`config.mk`:
```
export PLATFORM = sky130hd
export DESIGN_NAME = command_frame_serializer_top_flat
export DESIGN_NICKNAME = d
export VERILOG_FILES = /design/src/rtl/cfs_pkg.sv /design/src/rtl/cfs_cmd_if.sv /design/src/rtl/cfs_frame_if.sv /design/src/rtl/cfs_shifter.sv /design/src/rtl/cfs_checksum.sv /design/src/rtl/command_frame_serializer_top.sv /design/src/flat_wrapper.sv
export SDC_FILE = /design/constraint.sdc
export NUM_CORES = 1
export LEC_CHECK = 0
export BUFFER_PORTS_ARGS = -buffer_cell sky130_fd_sc_hd__buf_2
export CORE_MARGIN = 2
export CORE_UTILIZATION = 55
export CTS_BUF_LIST = sky130_fd_sc_hd__clkbuf_8
export DETAILED_ROUTE_END_ITERATION = 7
export GPL_TIMING_DRIVEN = 0
export PLACE_DENSITY_LB_ADDON = 0.05
export SYNTH_ARGS = -nofsm -noshare
export SYNTH_HDL_FRONTEND = slang
export SYNTH_SLANG_ARGS = --single-unit
```
`constraint.sdc`:
```
create_clock -name clk -period 2.8 [get_ports clk]
set_clock_uncertainty 0.05 [all_clocks]
set_input_delay 0.56 -clock clk [delete_from_list [all_inputs] [get_ports clk]]
set_output_delay 0.56 -clock clk [all_outputs]
set_load 0.01 [all_outputs]
```
`src/rtl/cfs_pkg.sv`:
```
// shared types, constants and helpers of the command frame serializer
`timescale 1ns / 1ps

package cfs_pkg;

    localparam int unsigned BYTE_W        = 8;
    localparam int unsigned ADDR_W        = 5;
    localparam int unsigned PARAM_W       = 32;
    localparam int unsigned LEN_W         = 3;
    localparam int unsigned MAX_PARAM     = 4;
    // start, header and command bytes ahead of the parameter bytes
    localparam int unsigned LEAD_BYTES    = 3;
    localparam int unsigned DATA_BYTES    = LEAD_BYTES + MAX_PARAM;
    localparam int unsigned SHIFT_W       = DATA_BYTES * BYTE_W;
    localparam int unsigned CNT_W         = 3;

    localparam logic [BYTE_W-1:0] FRAME_START    = 8'hFC;
    localparam logic [BYTE_W-1:0] HEADER_NOPARAM = 8'h20;
    localparam logic [BYTE_W-1:0] BYTE_MASK      = 8'hFF;

    typedef logic [BYTE_W-1:0] byte_t;

    // strobes from the top level to the datapath
    typedef struct packed {
        logic load;
        logic shift;
    } cfs_ctl_t;

    // status of the frame shifter
    typedef struct packed {
        logic  busy;
        logic  at_csum;
        byte_t head;
    } cfs_stat_t;

    // clamp the parameter length to the four-byte maximum
    function automatic logic [LEN_W-1:0] sat_len(input logic [LEN_W-1:0] len);
        logic [LEN_W-1:0] res;
        begin
            if (len > LEN_W'(MAX_PARAM))
            begin
                res = LEN_W'(MAX_PARAM);
            end
            else
            begin
                res = len;
            end
            return res;
        end
    endfunction

    // header byte: length code in the top bits, address in the low five
    function automatic byte_t make_header(input logic [LEN_W-1:0] len,
                                          input logic [ADDR_W-1:0] addr);
        byte_t code;
        begin
            if (len == '0)
            begin
                code = HEADER_NOPARAM;
            end
            else
            begin
                code = BYTE_MASK & byte_t'({len + LEN_W'(1), 5'b0_0000});
            end
            return code | byte_t'(addr);
        end
    endfunction

endpackage

```
`src/rtl/cfs_cmd_if.sv`:
```
// command channel: one actuator command per item
`timescale 1ns / 1ps

interface cfs_cmd_if;
    logic        valid;
    logic        ready;
    logic [7:0]  command_code;
    logic [4:0]  device_address;
    logic [31:0] parameter_value;
    logic [2:0]  parameter_length;

    modport source (
        output valid, command_code, device_address, parameter_value, parameter_length,
        input  ready
    );
    modport sink (
        input  valid, command_code, device_address, parameter_value, parameter_length,
        output ready
    );
endinterface

```
`src/rtl/cfs_frame_if.sv`:
```
// frame channel: one frame byte per item
`timescale 1ns / 1ps

interface cfs_frame_if;
    logic       valid;
    logic       ready;
    logic [7:0] frame_byte;
    logic       last_byte;

    modport source (
        output valid, frame_byte, last_byte,
        input  ready
    );
    modport sink (
        input  valid, frame_byte, last_byte,
        output ready
    );
endinterface

```
`src/rtl/cfs_shifter.sv`:
```
// byte shift register holding the data bytes of the current frame
`timescale 1ns / 1ps

module cfs_shifter (
    input  logic                            clk,
    input  logic                            rst_n,
    input  cfs_pkg::cfs_ctl_t               ctl,
    input  logic [cfs_pkg::BYTE_W-1:0]      command_code,
    input  logic [cfs_pkg::ADDR_W-1:0]      device_address,
    input  logic [cfs_pkg::PARAM_W-1:0]     parameter_value,
    input  logic [cfs_pkg::LEN_W-1:0]       parameter_length,
    output cfs_pkg::cfs_stat_t              stat
);

    logic [cfs_pkg::SHIFT_W-1:0] shift_reg, shift_next;
    logic [cfs_pkg::CNT_W-1:0]   cnt_reg, cnt_next;
    logic                        busy_reg, busy_next;
    logic [cfs_pkg::LEN_W-1:0]   len;
    logic [cfs_pkg::PARAM_W-1:0] par_aligned;
    cfs_pkg::byte_t              header;

    // parameter bytes left-aligned so the most significant sent byte leads
    always_comb
    begin
        len    = cfs_pkg::sat_len(parameter_length);
        header = cfs_pkg::make_header(len, device_address);
        case (len)
            3'd1:    par_aligned = {parameter_value[7:0], 24'h0};
            3'd2:    par_aligned = {parameter_value[15:0], 16'h0};
            3'd3:    par_aligned = {parameter_value[23:0], 8'h0};
            3'd4:    par_aligned = parameter_value;
            default: par_aligned = '0;
        endcase
    end

    // load on accept, shift one byte per delivered item
    always_comb
    begin
        shift_next = shift_reg;
        cnt_next   = cnt_reg;
        busy_next  = busy_reg;
        if (ctl.load)
        begin
            shift_next = {cfs_pkg::FRAME_START, header, command_code, par_aligned};
            cnt_next   = cfs_pkg::CNT_W'(cfs_pkg::LEAD_BYTES) + cfs_pkg::CNT_W'(len);
            busy_next  = 1'b1;
        end
        else if (ctl.shift)
        begin
            if (cnt_reg == '0)
            begin
                busy_next = 1'b0;
            end
            else
            begin
                shift_next = {shift_reg[cfs_pkg::SHIFT_W-cfs_pkg::BYTE_W-1:0],
                              cfs_pkg::BYTE_W'(0)};
                cnt_next   = cnt_reg - cfs_pkg::CNT_W'(1);
            end
        end
    end

    // control state
    always_ff @(posedge clk or negedge rst_n)
    begin
        if (!rst_n)
        begin
            cnt_reg  <= '0;
            busy_reg <= 1'b0;
        end
        else
        begin
            cnt_reg  <= cnt_next;
            busy_reg <= busy_next;
        end
    end

    // payload
    always_ff @(posedge clk)
    begin
        shift_reg <= shift_next;
    end

    assign stat.busy    = busy_reg;
    assign stat.at_csum = busy_reg && (cnt_reg == '0);
    assign stat.head    = shift_reg[cfs_pkg::SHIFT_W-1 -: cfs_pkg::BYTE_W];

endmodule

```
`src/rtl/cfs_checksum.sv`:
```
// running 8-bit sum of delivered bytes, complemented for the closing byte
`timescale 1ns / 1ps

module cfs_checksum (
    input  logic               clk,
    input  logic               rst_n,
    input  cfs_pkg::cfs_ctl_t  ctl,
    input  cfs_pkg::cfs_stat_t stat,
    output cfs_pkg::byte_t     csum
);

    cfs_pkg::byte_t sum_reg, sum_next;

    // clear on a new frame, add each data byte as it leaves
    always_comb
    begin
        sum_next = sum_reg;
        if (ctl.load)
        begin
            sum_next = '0;
        end
        else if (ctl.shift && !stat.at_csum)
        begin
            sum_next = sum_reg + stat.head;
        end
    end

    always_ff @(posedge clk or negedge rst_n)
    begin
        if (!rst_n)
        begin
            sum_reg <= '0;
        end
        else
        begin
            sum_reg <= sum_next;
        end
    end

    assign csum = ~sum_reg;

endmodule

```
`src/rtl/command_frame_serializer_top.sv`:
```
// top level of the command frame serializer
//
//  channel  | dir | payload                                            | unit
//  ---------+-----+----------------------------------------------------+-------------
//  command  | in  | command_code, device_address, parameter_value,     | one command
//           |     | parameter_length                                   |
//  frame    | out | frame_byte, last_byte                              | one byte
//
// a command yields 4 to 8 bytes (parameter_length clamped to 4) from the byte
// shift register, one per cycle unless frame stalls; a new command is taken in the
// cycle its frame's last byte is taken; the first byte follows the accept edge.
// reset clears the busy flag and the byte counter; the shift register is not reset.
// a stall on frame holds the current byte and the running sum.
`timescale 1ns / 1ps

module command_frame_serializer_top (
    input  logic        clk,
    input  logic        rst_n,
    cfs_cmd_if.sink     command,
    cfs_frame_if.source frame
);

    cfs_pkg::cfs_ctl_t  ctl;
    cfs_pkg::cfs_stat_t stat;
    cfs_pkg::byte_t     csum;

    // handshakes
    assign command.ready = !stat.busy || (frame.ready && stat.at_csum);
    assign ctl.load      = command.valid && command.ready;
    assign ctl.shift     = stat.busy && frame.ready;

    cfs_shifter u_shifter (
        .clk              (clk),
        .rst_n            (rst_n),
        .ctl              (ctl),
        .command_code     (command.command_code),
        .device_address   (command.device_address),
        .parameter_value  (command.parameter_value),
        .parameter_length (command.parameter_length),
        .stat             (stat)
    );

    cfs_checksum u_checksum (
        .clk   (clk),
        .rst_n (rst_n),
        .ctl   (ctl),
        .stat  (stat),
        .csum  (csum)
    );

    // output byte: shifter head, or the checksum at frame end
    assign frame.valid      = stat.busy;
    assign frame.last_byte  = stat.at_csum;
    assign frame.frame_byte = stat.at_csum ? csum : stat.head;

endmodule
```
`src/flat_wrapper.sv`:
```
// flat-port wrapper written by rule: the top's interface ports become plain ports
module command_frame_serializer_top_flat 
  (clk, rst_n, command_valid, command_command_code, command_device_address, command_parameter_value, command_parameter_length, command_ready, frame_valid, frame_frame_byte, frame_last_byte, frame_ready);
  cfs_cmd_if command_i ();
  cfs_frame_if frame_i ();
  input  logic clk;
  input  logic rst_n;
  input wire logic [$bits(command_i.valid)-1:0] command_valid;
  input wire logic [$bits(command_i.command_code)-1:0] command_command_code;
  input wire logic [$bits(command_i.device_address)-1:0] command_device_address;
  input wire logic [$bits(command_i.parameter_value)-1:0] command_parameter_value;
  input wire logic [$bits(command_i.parameter_length)-1:0] command_parameter_length;
  output wire logic [$bits(command_i.ready)-1:0] command_ready;
  output wire logic [$bits(frame_i.valid)-1:0] frame_valid;
  output wire logic [$bits(frame_i.frame_byte)-1:0] frame_frame_byte;
  output wire logic [$bits(frame_i.last_byte)-1:0] frame_last_byte;
  input wire logic [$bits(frame_i.ready)-1:0] frame_ready;
  assign command_i.valid = command_valid;
  assign command_i.command_code = command_command_code;
  assign command_i.device_address = command_device_address;
  assign command_i.parameter_value = command_parameter_value;
  assign command_i.parameter_length = command_parameter_length;
  assign command_ready = command_i.ready;
  assign frame_valid = frame_i.valid;
  assign frame_frame_byte = frame_i.frame_byte;
  assign frame_last_byte = frame_i.last_byte;
  assign frame_i.ready = frame_ready;
  command_frame_serializer_top u_core (.clk(clk), .rst_n(rst_n), .command(command_i), .frame(frame_i));
endmodule
```
# Yosys cells after proc, flatten, opt, wreduce, memory -nomap -nowiden
# Cells that the tools add are included.
dict set report classes {
  n_div 0
  mul 0
  addsub 4
  muxes 15
  n_bitwise 3
  shifts 0
  n_eq_ne 5
  n_reduce_logical 16
  order_cmp 1
}
# cell count
set ops {}
lappend ops {{48-bit two-way mux} 3}
lappend ops {{32-bit case mux with 4 select lines} 1}
lappend ops {{8-bit two-way mux} 4}
lappend ops {{3-bit two-way mux} 4}
lappend ops {{8-bit adder} 1}
lappend ops {{8-bit inverter} 1}
lappend ops {{8-bit by 5-bit bitwise OR with 8-bit output} 1}
lappend ops {{3-bit by 2-bit == test with 1-bit output, second input constant} 2}
lappend ops {{3-bit zero test} 2}
lappend ops {{2-bit AND reduction} 3}
lappend ops {{2-bit nonzero test} 3}
lappend ops {{1-bit logical AND} 5}
lappend ops {{2-bit by 3-bit adder with 3-bit output, first input constant} 1}
lappend ops {{3-bit by 1-bit adder with 3-bit output, second input constant} 1}
lappend ops {{3-bit by 1-bit == test with 1-bit output, second input constant} 1}
lappend ops {{3-bit == test, second input constant} 1}
lappend ops {{3-bit > comparator, second input constant} 1}
lappend ops {{1-bit two-way mux} 3}
lappend ops {{3-bit by 1-bit subtractor with 3-bit output, second input constant} 1}
lappend ops {{1-bit zero test} 2}
lappend ops {{2-bit by 1-bit inequality test with 1-bit output, second input constant} 1}
lappend ops {{1-bit logical OR} 1}
lappend ops {{1-bit inverter} 1}
dict set report totals {
  n_memories 0
  mem_bits_rw 0
  input_bits 52
  latch_bits 0
  regBits 68
  rom_bits 0
}

# Logic depth before layout (Yosys ltp)
dict set report logic_depth {
  word_depth 7
  depth_mapped 13
}

# Cells and area by module
# From an unflattened synthesis, not the netlist that was laid out.
dict set report unflattened {
  hier_cells 367
  area_unflattened_um2 4046.4
}
# mod cells_per_inst area_each_um2 instances seq_area_each_um2
set by_module_without_submodules {}
lappend by_module_without_submodules {cfs_shifter 275 3196.8 1 1701.6}
lappend by_module_without_submodules {cfs_checksum 79 696.9 1 200.2}
lappend by_module_without_submodules {command_frame_serializer_top 13 152.6 1 0.0}

# Worst setup path before layout
# OpenSTA, ideal clock, no wires.
dict set report synth_path {
  path_kind {input to register}
  startpoint {input command_parameter_length[2]}
  endpoint {register u_core.u_shifter.shift_reg[24] in the netlist's numbering, data pin}
  path_stages 13
  n_path_buf 5
  arrival_ns 2.305
  path_slack_ns 0.185
  required_time_ns 2.490
  path_cell_list {buf_6 -> inv_1 -> buf_2 -> nand2_1 -> inv_1 -> ha_1 -> buf_6 -> nor2b_4 -> buf_6 -> a2111oi_4 -> or2_4 -> buf_12 -> o21ai_2}
}
dict set report synth_between {
  elab_chain_cells 5
  word_cells_on_any_way 8
}
# item line_no
set synth_lines {}
lappend synth_lines {{from (decl)} flat_wrapper.sv:12} ;# input wire logic [$bits(command_i.parameter_length)-1:0] command_parameter_length;
lappend synth_lines {{3-bit > comparator} cfs_pkg.sv:40} ;# if (len > LEN_W'(MAX_PARAM))
lappend synth_lines {{3-bit two-way mux *} cfs_pkg.sv:40}
lappend synth_lines {{3-bit == test, or another cell as far along} cfs_shifter.sv:27} ;# case (len)
lappend synth_lines {{32-bit case mux with 4 select lines *} cfs_shifter.sv:27}
lappend synth_lines {{48-bit two-way mux *} cfs_shifter.sv:42} ;# if (ctl.load)
lappend synth_lines {{net u_core.u_shifter.shift_next (one bit)} cfs_shifter.sv:15} ;# logic [cfs_pkg::SHIFT_W-1:0] shift_reg, shift_next;
lappend synth_lines {{to (signal assigned)} cfs_shifter.sv:81} ;# shift_reg <= shift_next;
lappend synth_lines {{to (decl)} cfs_shifter.sv:15}
# The timed path passes the listed nets; every way through them passes the cells marked *.
# A chain may end at the register's enable or synchronous reset.

# Worst setup path after layout
dict set report layout_path {
  startpoint {input command_parameter_length[2]}
  endpoint {register u_core.u_shifter.shift_reg[28] in the netlist's numbering, data pin}
}
# The elaborated chain is that of the path after synthesis.

==> results.sh <==
export IMPL_post_synth_cell_area_avg_sq_um=9.86
export IMPL_synthesis_area_sq_mm=0.00385
export IMPL_worstSetupStartpointType="primary input"
export IMPL_setup_ws_ns=0.187
export IMPL_core_region_area_sq_mm=0.00679
export IMPL_overflow=0
export IMPL_boundaryPins=63
export IMPL_detail_route_antenna_nets=0
export IMPL_rsz0062_at_grt="no"
export IMPL_diodes=0
export IMPL_vias=3092
export IMPL_power_switching_w=0.00146
export IMPL_reg2reg_depth=8
export IMPL_sequentialPowerShare=0.419
export IMPL_peakVddDrop_uv=321
export IMPL_setup_viol=0
export IMPL_hold_buffers=0
export IMPL_p_clk_frac=0.196
export IMPL_post_cts_buffers=0
export IMPL_firstDrtPassIters=5
export IMPL_synth_edf_count=48
export IMPL_p_leak_nw=2.02
export IMPL_dp_hpwl_mm=6.40
export IMPL_crit_required_ns=2.96
export IMPL_finalHoldViolations=0
export IMPL_grt_max_degree=39
export IMPL_synth_top_cell_by_area="edfxtp_1"
export IMPL_yosysSeqAreaShare=0.493
export IMPL_viasPerCell=5.48
export IMPL_synth_area_leaders="edfxtp_1 (37%), nand2_1 (11%), dfrtp_1 (7.8%)"
export IMPL_path_max_fanout=10
export IMPL_gr_usage_all_layers=0.238
export IMPL_fmax_mhz=383
export IMPL_pre_cts_ws_ns=-0.0930
export IMPL_dr_first_iter_drc_count=139
export IMPL_synthCells=391
export IMPL_largest_reg_flops=56
export IMPL_post_drt_wl_per_cell_um=15.1
export IMPL_mostFrequentLayoutCells="nand2_1 (109), buf_2 (70), edfxtp_1 (48)"
export IMPL_worst_pin_slew_ns=0.588
export IMPL_cp_arrival_ns=2.78
export IMPL_initial_core_util=0.567
export IMPL_clk_latency_ns=0.35
export IMPL_ys_flop_type="edfxtp_1"
export IMPL_grt_pass1_vias=2895
export IMPL_status="finished, final reports clean"
export IMPL_ctsResizeCount=0
export IMPL_hold_path_class="primary input to asynchronous set/reset pin"
export IMPL_grt_pass1_wl_mm=13.7
export IMPL_ys_ff_latch=68
export IMPL_regToRegEndpoint="u_core.u_shifter.shift_reg[26]"
export IMPL_period_share=0.933
export IMPL_io_buffers=61
export IMPL_syn_to_final_growth_pct=16.4
export IMPL_drive_above_1_share=0.261
export IMPL_h_tree_depth=3
export IMPL_synth_distinct_cells=49
export IMPL_slew_headroom=0.608
export IMPL_period_needed_ns=2.61
export IMPL_r2r_start="u_core.u_shifter.cnt_reg[0]"
export IMPL_wl_mm=8.52
export IMPL_synthArstFlopShare=0.176
export IMPL_clock_sinks=68
export IMPL_dieArea_sq_mm=0.00769
export IMPL_ys_warn_count=0
export IMPL_rrSetupSlack_ns=0.69
export IMPL_clock_path_buffers=2
export IMPL_p_int_w=0.00261
export IMPL_p_per_area_mw_per_mm2=908
export IMPL_crit_type="primary input to flip-flop"
export IMPL_drc=0
export IMPL_cts_tree="done"
export IMPL_endpoint_kind="flip-flop"
export IMPL_drv_slew=0
export IMPL_die_width_um=87.7
export IMPL_routabilityCongestion=0.901
export IMPL_synth_fp_nets=459
export IMPL_nets=531
export IMPL_fp_dieH_um=87.7
export IMPL_path_clk_slew_ns=0.08
export IMPL_cap_violations=0
export IMPL_swShare=0.359
export IMPL_root_buffer="clkbuf_8"
export IMPL_fp_row_count=30
export IMPL_layout_commonest_cell="nand2_1"
export IMPL_comb_power_share=0.385
export IMPL_synth_top_area_share=0.374
export IMPL_cts_made_buffers=9
export IMPL_antenna_found_initial=0
export IMPL_power_total_w=0.00407
[worst max path at each step]
stage                                     endpoint                   startpoint  depth (start not counted)  slack (ns)
CTS                            frame_frame_byte[0]  u_core.u_shifter.cnt_reg[0]                          8        0.02
floorplan           u_core.u_shifter.shift_reg[24]  command_parameter_length[2]                         13        0.19
detailed placement  u_core.u_shifter.shift_reg[26]  command_parameter_length[2]                         13       -0.09
global route        u_core.u_shifter.shift_reg[28]  command_parameter_length[2]                         12        0.01
global placement     u_core.u_shifter.shift_reg[7]  u_core.u_shifter.cnt_reg[0]                          7       -0.22
finish              u_core.u_shifter.shift_reg[28]  command_parameter_length[2]                         12        0.19
[critical path, stage by stage]
cell	delay, ns
buf_6	0.12
inv_1	0.07
buf_2	0.23
nand2_1	0.16
inv_1	0.11
ha_1	0.17
ha_1	0.16
clkbuf_1	0.32
clkbuf_1	0.41
a32oi_1	0.15
a21oi_2	0.19
a21o_1	0.12
[power by group through the flow]
stage / Clock, W / Sequential (W) / Combinational (W)
6_report: 0.000796 / 0.00171 / 0.00157
5_1_grt: 0.000846 / 0.00174 / 0.00181
4_1_cts: 0.000801 / 0.00171 / 0.00160
3_5_place_dp: 0 / 0.00173 / 0.00159
3_3_place_gp: 0 / 0.00172 / 0.00152
2_1_floorplan: 0 / 0.00167 / 0.00118
[synthesized netlist by cell type, drive strengths merged (2+ instances only)]
cell    instances
nand2b          6
xor2            2
and3           10
a31oi           8
nand2         109
nand3           9
edfxtp         48
a211o           2
nor2            4
or2             2
clkbuf         12
nor2b           4
buf            15
a22oi          11
a21o            4
dfrtp          12
o211ai          2
a22o            9
ha             15
a21oi           9
dfxtp           8
xnor2           2
o21ai          51
inv            14
a221oi          7
[layer usage]
layer	GRT usage	share of wire	routed length, um	vias to the layer above
met5	0	0	0	-
met3	0.0471	0.048	406	20
met1	0.277	0.41	3500	1425
met4	0.113	0.024	205	0
met2	0.420	0.52	4410	101
li1	-	-	-	1546
[cell type report]
type	instances	area [sq um]
fill	558	2310
sequential	68	1900
multi-input combinational	282	1730
timing repair buffer	62	325
buffer	26	165
clock buffer	9	124
tap	96	120
clock inverter	7	67.6
inverter	14	52.6
[through the flow]
step	instance area (sq um)	setup TNS, ns	std cells	utilization	hold slack, ns
final	4490	0	564	0.660	0.0406
after global placement	4280	-10.99	548	0.630	0.390
after detailed placement	4300	-1.61	549	0.633	0.398
after global routing	4490	0	564	0.660	0.0534
after floorplan	3850	0	391	-	0.214
after CTS	4490	0	565	0.661	0.0451
[logic make-up after synthesis]
family | count (synthesis) | synth area share
compound gates | 112 | 0.212
xor+xnor | 4 | 0.00909
fa+ha+maj | 16 | 0.0539
buf+inv | 41 | 0.0578
flops | 68 | 0.493
mux | 1 | 0.00292
simple gates | 149 | 0.171
Power figures use the tool's default switching activity.
